===== src/hw/rtl/ljf_pkg.sv =====
// ============================================================================
// ljf_pkg - longest-job-first scheduler shared definitions
// Sizes of the ready queue and job fields, and the queue entry layout.
// ============================================================================
`default_nettype none

package ljf_pkg;

  // Queue and field sizes
  localparam int QUEUE_DEPTH = 128;
  localparam int ID_BITS     = 8;
  localparam int BURST_BITS  = 16;

  // Pointer into the queue and a count that can hold QUEUE_DEPTH itself
  localparam int PTR_W = (QUEUE_DEPTH > 1) ? $clog2(QUEUE_DEPTH) : 1;
  localparam int CNT_W = $clog2(QUEUE_DEPTH + 1);

  // Port payload widths (fixed by the stream layout)
  localparam int IN_DATA_W  = 24;
  localparam int OUT_DATA_W = 16;

  // Command codes carried on in_tuser
  typedef enum logic {
    CMD_ARRIVE = 1'b0,
    CMD_TICK   = 1'b1
  } cmd_t;

  // One ready-queue entry
  typedef struct packed {
    logic [ID_BITS-1:0]    id;
    logic [BURST_BITS-1:0] burst;
  } job_t;

endpackage

`default_nettype wire


===== src/hw/rtl/longest_job_first_scheduler.sv =====
// ============================================================================
// longest_job_first_scheduler - non-preemptive longest-burst-first scheduler
// Keeps a ready queue sorted by burst (descending, ties in arrival order) in
// a circular buffer and runs the chosen job one time unit per tick request.
// ============================================================================
//
//  channel | dir | payload                                   | handshake
//  --------+-----+-------------------------------------------+----------------
//  in_     | in  | tuser: command; tdata: process_id, burst  | tvalid/tready
//  out_    | out | tdata: running_id, cpu_busy, job_done,    | tvalid/tready
//          |     |        dropped                            |
//
//  Steps: an arrive runs one S_ARR_RD, S_ARR_CMP pair per queued job with a
//  shorter burst that moves back one place (the insert sweep reads and writes
//  the single queue memory port once per step), then one more pair if it stops
//  at a job whose burst is not shorter, else one S_ARR_RD; a dropped arrive
//  goes to S_FIN; a tick runs S_TICK_RUN, after S_TICK_LD when the head loads.
//  Reset clears the queue count, head pointer and CPU state; the queue memory
//  holds no reset value and needs no clearing pass.
//  One request is in work at a time; a finished response waits in the output
//  register, and the next request may be taken while it waits.
// ============================================================================
`default_nettype none

module longest_job_first_scheduler (
  input  wire logic                             clk,
  input  wire logic                             rst_n,
  // request channel
  input  wire logic                             in_tvalid,
  output logic                                  in_tready,
  input  wire logic [ljf_pkg::IN_DATA_W-1:0]    in_tdata,  // [7:0] process_id, [23:8] burst_length
  input  wire logic                             in_tuser,  // [0] command
  // response channel
  output logic                                  out_tvalid,
  input  wire logic                             out_tready,
  output logic [ljf_pkg::OUT_DATA_W-1:0]        out_tdata  // [7:0] running_id, [8] cpu_busy,
                                                           // [9] job_done, [10] dropped, rest 0
);
  import ljf_pkg::*;

  typedef enum logic [2:0] {
    S_IDLE,
    S_ARR_RD,
    S_ARR_CMP,
    S_TICK_LD,
    S_TICK_RUN,
    S_FIN
  } state_t;

  // Control and CPU state
  state_t                 state_r,   state_nxt;
  logic [CNT_W-1:0]       cnt_r,     cnt_nxt;
  logic [PTR_W-1:0]       head_r,    head_nxt;
  logic [CNT_W-1:0]       pos_r,     pos_nxt;
  job_t                   new_r,     new_nxt;
  logic                   busy_r,    busy_nxt;
  logic [ID_BITS-1:0]     cur_id_r,  cur_id_nxt;
  logic [BURST_BITS-1:0]  rem_r,     rem_nxt;

  // Pending response and output register
  logic [7:0]             res_id_r,   res_id_nxt;
  logic                   res_busy_r, res_busy_nxt;
  logic                   res_done_r, res_done_nxt;
  logic                   res_drop_r, res_drop_nxt;
  logic                   out_valid_r, out_valid_nxt;
  logic [OUT_DATA_W-1:0]  out_data_r,  out_data_nxt;

  // Queue memory port
  job_t                   mem [QUEUE_DEPTH];
  logic                   wr_en;
  logic [PTR_W-1:0]       wr_addr;
  job_t                   wr_data;
  logic [PTR_W-1:0]       rd_addr;
  job_t                   rd_data_r;

  logic                   in_fire;
  logic [BURST_BITS-1:0]  in_burst;

  // Logical queue position to physical memory address
  function automatic logic [PTR_W-1:0] phys(input logic [PTR_W-1:0] head,
                                            input logic [PTR_W-1:0] off);
    logic [PTR_W:0] sum;
    sum = {1'b0, head} + {1'b0, off};
    if (sum >= (PTR_W+1)'(QUEUE_DEPTH)) begin
      sum = sum - (PTR_W+1)'(QUEUE_DEPTH);
    end
    return sum[PTR_W-1:0];
  endfunction

  assign in_tready  = (state_r == S_IDLE);
  assign in_fire    = in_tvalid && in_tready;
  assign out_tvalid = out_valid_r;
  assign out_tdata  = out_data_r;

  // Incoming burst, zero raised to one
  always_comb begin
    in_burst = in_tdata[8 +: BURST_BITS];
    if (in_burst == '0) begin
      in_burst = BURST_BITS'(1);
    end
  end

  // Sequencer
  always_comb begin
    state_nxt     = state_r;
    cnt_nxt       = cnt_r;
    head_nxt      = head_r;
    pos_nxt       = pos_r;
    new_nxt       = new_r;
    busy_nxt      = busy_r;
    cur_id_nxt    = cur_id_r;
    rem_nxt       = rem_r;
    res_id_nxt    = res_id_r;
    res_busy_nxt  = res_busy_r;
    res_done_nxt  = res_done_r;
    res_drop_nxt  = res_drop_r;
    out_valid_nxt = out_valid_r;
    out_data_nxt  = out_data_r;
    wr_en         = 1'b0;
    wr_addr       = head_r;
    wr_data       = new_r;
    rd_addr       = head_r;

    // Output register drains independently
    if (out_valid_r && out_tready) begin
      out_valid_nxt = 1'b0;
    end

    case (state_r)
      S_IDLE: begin
        if (in_fire) begin
          res_id_nxt   = '0;
          res_busy_nxt = 1'b0;
          res_done_nxt = 1'b0;
          res_drop_nxt = 1'b0;
          if (cmd_t'(in_tuser) == CMD_ARRIVE) begin
            new_nxt.id    = in_tdata[ID_BITS-1:0];
            new_nxt.burst = in_burst;
            pos_nxt       = cnt_r;
            if (cnt_r == CNT_W'(QUEUE_DEPTH)) begin
              res_drop_nxt = 1'b1;
              state_nxt    = S_FIN;
            end else begin
              state_nxt = S_ARR_RD;
            end
          end else if (!busy_r && cnt_r != '0) begin
            // head entry is being read this cycle
            state_nxt = S_TICK_LD;
          end else begin
            state_nxt = S_TICK_RUN;
          end
        end
      end

      // Walk back from the tail: place the job, or read the entry ahead
      S_ARR_RD: begin
        if (pos_r == '0) begin
          wr_en     = 1'b1;
          wr_addr   = head_r;
          wr_data   = new_r;
          cnt_nxt   = cnt_r + CNT_W'(1);
          state_nxt = S_FIN;
        end else begin
          rd_addr   = phys(head_r, PTR_W'(pos_r - CNT_W'(1)));
          state_nxt = S_ARR_CMP;
        end
      end

      // Entry ahead stays if its burst is not shorter, else it moves back
      S_ARR_CMP: begin
        wr_en   = 1'b1;
        wr_addr = phys(head_r, pos_r[PTR_W-1:0]);
        if (rd_data_r.burst >= new_r.burst) begin
          wr_data   = new_r;
          cnt_nxt   = cnt_r + CNT_W'(1);
          state_nxt = S_FIN;
        end else begin
          wr_data   = rd_data_r;
          pos_nxt   = pos_r - CNT_W'(1);
          state_nxt = S_ARR_RD;
        end
      end

      // Load the queue head onto the CPU
      S_TICK_LD: begin
        cur_id_nxt = rd_data_r.id;
        rem_nxt    = rd_data_r.burst;
        busy_nxt   = 1'b1;
        head_nxt   = phys(head_r, PTR_W'(1));
        cnt_nxt    = cnt_r - CNT_W'(1);
        state_nxt  = S_TICK_RUN;
      end

      // Run the current job for one time unit
      S_TICK_RUN: begin
        if (busy_r) begin
          rem_nxt      = rem_r - BURST_BITS'(1);
          res_id_nxt   = 8'(cur_id_r);
          res_busy_nxt = 1'b1;
          if (rem_r == BURST_BITS'(1)) begin
            res_done_nxt = 1'b1;
            busy_nxt     = 1'b0;
          end
        end
        state_nxt = S_FIN;
      end

      // Hand the response to the output register once it is free
      S_FIN: begin
        if (!out_valid_r || out_tready) begin
          out_valid_nxt = 1'b1;
          out_data_nxt  = OUT_DATA_W'({res_drop_r, res_done_r, res_busy_r, res_id_r});
          state_nxt     = S_IDLE;
        end
      end

      default: begin
        state_nxt = S_IDLE;
      end
    endcase
  end

  // State and registered outputs
  always_ff @(posedge clk) begin
    if (!rst_n) begin
      state_r     <= S_IDLE;
      cnt_r       <= '0;
      head_r      <= '0;
      pos_r       <= '0;
      busy_r      <= 1'b0;
      cur_id_r    <= '0;
      rem_r       <= '0;
      out_valid_r <= 1'b0;
    end else begin
      state_r     <= state_nxt;
      cnt_r       <= cnt_nxt;
      head_r      <= head_nxt;
      pos_r       <= pos_nxt;
      busy_r      <= busy_nxt;
      cur_id_r    <= cur_id_nxt;
      rem_r       <= rem_nxt;
      out_valid_r <= out_valid_nxt;
    end
    new_r      <= new_nxt;
    res_id_r   <= res_id_nxt;
    res_busy_r <= res_busy_nxt;
    res_done_r <= res_done_nxt;
    res_drop_r <= res_drop_nxt;
    out_data_r <= out_data_nxt;
  end

  // Ready queue memory, one write and one registered read per cycle
  always_ff @(posedge clk) begin
    if (wr_en) begin
      mem[wr_addr] <= wr_data;
    end
    rd_data_r <= mem[rd_addr];
  end

  // Checks
  a_cnt_bound: assert property (@(posedge clk) disable iff (!rst_n)
    cnt_r <= CNT_W'(QUEUE_DEPTH))
    else $error("queue count above depth");

  a_busy_rem: assert property (@(posedge clk) disable iff (!rst_n)
    busy_r |-> rem_r != '0)
    else $error("busy CPU with no time left");

  a_pos_bound: assert property (@(posedge clk) disable iff (!rst_n)
    (state_r == S_ARR_RD || state_r == S_ARR_CMP) |-> pos_r <= cnt_r)
    else $error("insert position past queue tail");

  a_done_busy: assert property (@(posedge clk) disable iff (!rst_n)
    (out_valid_r && out_data_r[9]) |-> out_data_r[8])
    else $error("job done reported without a running job");

  a_drop_idle: assert property (@(posedge clk) disable iff (!rst_n)
    (out_valid_r && out_data_r[10]) |-> (out_data_r[9:0] == '0))
    else $error("dropped response carries run fields");

endmodule

`default_nettype wire


===== config.mk =====
export PLATFORM = sky130hd
export DESIGN_NAME = longest_job_first_scheduler
export DESIGN_NICKNAME = d
export VERILOG_FILES = /design/src/hw/rtl/ljf_pkg.sv /design/src/hw/rtl/longest_job_first_scheduler.sv
export SDC_FILE = /design/constraint.sdc
export NUM_CORES = 2
export LEC_CHECK = 0
export ABC_AREA = 0
export ABC_CLOCK_PERIOD_IN_PS = 20100
export BUFFER_PORTS_ARGS = -buffer_cell sky130_fd_sc_hd__buf_2
export CAP_MARGIN = 15
export CORE_ASPECT_RATIO = 0.7
export CORE_UTILIZATION = 51
export CTS_CLUSTER_SIZE = 40
export DETAILED_ROUTE_END_ITERATION = 8
export MAX_ROUTING_LAYER = met4
export PLACE_DENSITY = 0.68
export SETUP_SLACK_MARGIN = 0.4
export SKIP_LAST_GASP = 1
export SLEW_MARGIN = 20
export SYNTH_ARGS = -nofsm -noshare
export SYNTH_HDL_FRONTEND = slang
export SYNTH_SLANG_ARGS = --single-unit
export TNS_END_PERCENT = 20

===== constraint.sdc =====
create_clock -name clk -period 20.1 [get_ports clk]
set_clock_uncertainty 0.05 [all_clocks]
set_input_delay 5.025 -clock clk [delete_from_list [all_inputs] [get_ports clk]]
set_output_delay 5.025 -clock clk [all_outputs]
set_load 0.05 [all_outputs]

==> run metrics <==
FF+latch count, synth 3194; CTS buffer count 288; Clock transition at path regs 0.06 ns; Max-Cap Viols 0; multiplexer share of the synthesized area 14.32%; largest net degree at the start of global routing 141; setup total negative slack 0 ns; Setup violations, final 0; final-stage net count 6622; worst path cell trace nor3_1 -> buf_2; global-route wire length before repair 462600 microns; Post-Synth Simple-Gate Area 5.326%; distinct cell type count of the synthesized netlist 72; main combinational cell family by area after synthesis multiplexers; DP HPWL 183400 microns; Routed Antenna Nets 0; Total Wirelength 326500 microns; critical path class reg2out; Tightest Pin Transition 1.199 ns; Compound-Gate Fraction of Synth Area 1.796%; Mapped Area 124600 sq um; CTS resizes 0; most frequently used flop master after synthesis edfxtp_1; Overflow after GRT 0; chip width 592.8 microns; H-tree lvl count 5; GP Congestion 0.8935; vias 64643; ratio of final minimum period to clock period 35.34%; # rows 151; CTS Root Buffer Type clkbuf_16; worst reg2reg path endpoint rd_data_r[22]$_DFF_P_; maximum VDD drop 0.08282 mV; Core ar. 242400 sq um; initial antenna violation count 16; worst r2r src pos_r[0]$_SDFFE_PN0P_; die area 246300 sq um; # Post-CTS Setup Buffers 0; Residual DRC 0; drt pass-1 iters 6; crit path capture type primary output; Final Hold Fails 0; Worst-Skew Late Latency 0.86 ns; adder-cell share of the synthesized area 0.4398%; worst stage delay on the critical path 0.45 ns; FFs w/ async S/R, synth 0%; PortBufs 41; Post-synth EDFFs 3118; Final Critical Period 7.103 ns; LEAKAGE 44.12 nW; Final Util 57.24%; status completed; total power 0.01671 W; Via density 6.481; Pwr per Cell Area 120.4 nW/um^2; Setup crit start kind flip-flop; WHS Path Cells 0; Max Buffers Root-to-Sink 4; reg2reg setup slack 13.08 ns; RSZ-0062 raised after global routing false; share of layout cells above drive strength 1 23.41%; hold buffers post-CTS 0; Worst slew margin 19.78%; Seq/Total Area, Yosys 76.37%; Worst Hold Class reg2reg; hold path endpoint out_tdata[8]$_DFFE_PP_; CTS tree yes; Cells after Synth 6378; critical path data arrival time 2.03 ns; Final Max Tran Viols 0; Routed WL per cell 32.73 microns; clk sinks 3194; area grow syn2layout 11.36%; total track usage 27.33%; Synth Area per Inst 19.54 sq um; Die H 415.5 microns; Post-Synth XOR/XNOR Area 0.1406%; CP max stage cell dfxtp_1; yosys warns 0; vias in the first global route 62319; initial core utilization 51.40%; Worst Path Required 15.03 ns; io pins 47; hold_sp res_busy_r$_DFFE_PP_; reg2reg path depth 15; Filler cells 17463; Crit Path Max Fanout 13; Fmax 140.8 MHz; DRT iter0 DRCs 9473
-- cell usage after synthesis, types with 6 or more instances --
| library cell | number | area (sq um) |
|---|---|---|
| edfxtp_1 | 3118 | 93630 |
| nand2_1 | 778 | 2920 |
| mux4_2 | 744 | 16760 |
| nand3_1 | 341 | 1707 |
| nor2_1 | 185 | 694.4 |
| clkbuf_1 | 163 | 611.8 |
| a21oi_1 | 92 | 460.4 |
| mux2i_1 | 89 | 890.9 |
| buf_2 | 82 | 410.4 |
| dfxtp_1 | 76 | 1521 |
| buf_1 | 70 | 262.8 |
| nand4_1 | 56 | 350.3 |
| o21ai_0 | 52 | 260.3 |
| a31oi_1 | 48 | 300.3 |
| and3_1 | 47 | 294.0 |
| inv_1 | 41 | 153.9 |
| nor3_1 | 40 | 200.2 |
| ha_1 | 39 | 488.0 |
| buf_4 | 34 | 255.2 |
| buf_6 | 27 | 304.0 |
| a311oi_1 | 24 | 210.2 |
| a21o_1 | 21 | 157.7 |
| a32oi_1 | 20 | 175.2 |
| a211oi_1 | 17 | 127.6 |
| mux2_2 | 17 | 191.4 |
| and2_1 | 14 | 87.58 |
| or3_1 | 11 | 68.82 |
| xor2_1 | 11 | 96.34 |
| xnor2_1 | 9 | 78.83 |
| a32o_1 | 8 | 80.08 |
| o22ai_1 | 8 | 50.05 |
| o31ai_1 | 8 | 60.06 |
| nor4_1 | 6 | 37.54 |
-- kinds of logic (layout without fill, tap and decap cells) --
family / after synthesis / in the layout
compound gates: 340 / 340
xor+xnor: 20 / 20
simple gates: 1512 / 1512
fa+ha+maj: 42 / 42
mux: 850 / 850
other cells: 1 / 14
buf+inv: 419 / 790
flops: 3194 / 3194
-- layer usage --
layer	global-route usage (%)	wire length, microns	up-vias
met5	-	0	-
met4	8.075	10860	0
met3	6.978	40370	543
met2	39.29	147400	3873
met1	38.87	127900	34101
li1	-	-	26126
-- state kept, by name (all words and copies together) (netlist names) --
register and flops:
res_done_r 1, out_tvalid 1, head_r 7, rd_data_r 24, res_busy_r 1, out_tdata 11
cnt_r 8, busy_r 1, cur_id_r 8, new_r 24, pos_r 8, res_id_r 8
state_r 3, mem 3072, rem_r 16, res_drop_r 1
-- through the flow --
step	cell area [sq um]	setup slack [ns]	hold WS, ns	std cells
after floorplan	124600	11.52	0.3503	6382
after global placement	129500	12.92	0.3578	9470
after detailed placement	129600	12.88	0.3610	9470
after CTS	138600	12.98	0.3779	9962
after global routing	138700	12.59	0.3774	9971
final	138800	13.00	0.3815	9975
-- worst max path at each step --
| stage | slack [ns] | end | startpoint | depth (start not counted) |
|---|---|---|---|---|
| after floorplan | 11.52 | mem[0][0]$_DFFE_PP_ | new_r[9]$_SDFFCE_PN0P_ | 12 |
| after global placement | 12.92 | pos_r[4]$_SDFFE_PN0P_ | in_tvalid | 6 |
| after detailed placement | 12.88 | pos_r[4]$_SDFFE_PN0P_ | in_tvalid | 6 |
| after CTS | 12.98 | in_tready | state_r[2]$_SDFFE_PN0P_ | 2 |
| after global routing | 12.59 | rd_data_r[22]$_DFF_P_ | pos_r[0]$_SDFFE_PN0P_ | 15 |
| final | 13.00 | in_tready | state_r[0]$_SDFFE_PN0P_ | 2 |
-- layout by cell type (no fill, tap or decap), types with 40 or more instances in the layout --
cell type  synthesis  routed
nor2_2             0      93
a21oi_1           92      91
nand3_1          341     341
buf_2             82      41
inv_1             41      40
dfxtp_1           76      76
clkbuf_1         163      71
mux2i_1           89      86
mux4_2           744     744
clkbuf_16          0     298
nand2_1          778     778
nor3_1            40      40
edfxtp_1        3118    3118
buf_4             34     200
and3_1            47      47
nor2_1           185      54
clkinv_1           1      43
nand4_1           56      56
-- layout make-up --
class	count	area (sq um)	share of cell area, %
tap	3213	4020	2.897
antenna	9	22.52	0.01623
sequential	3194	95150	68.58
clock buffer	372	7765	5.596
inverter	43	161.4	0.1163
clock inverter	120	1291	0.9306
multi-input combinational	2769	28360	20.44
timing repair buffer	255	1981	1.427
-- critical path: cells and delay by family, from the launching register on --
kind / cells / cell delay, ns
DFF: 1 / 0.45
and+or+nand+nor: 1 / 0.41
buffers and inverters: 1 / 0.34
-- report_power, final --
part / switching [W] / total, W / leakage (nW) / internal [W]
Clock: 0.00236 / 0.00545 / 4.42 / 0.00309
Combinational: 0.00226 / 0.00350 / 11.0 / 0.00123
Sequential: 0.0000967 / 0.00777 / 28.7 / 0.00767
Total: 0.00472 / 0.0167 / 44.1 / 0.0120
No activity file was read; power rests on OpenSTA's default activity.
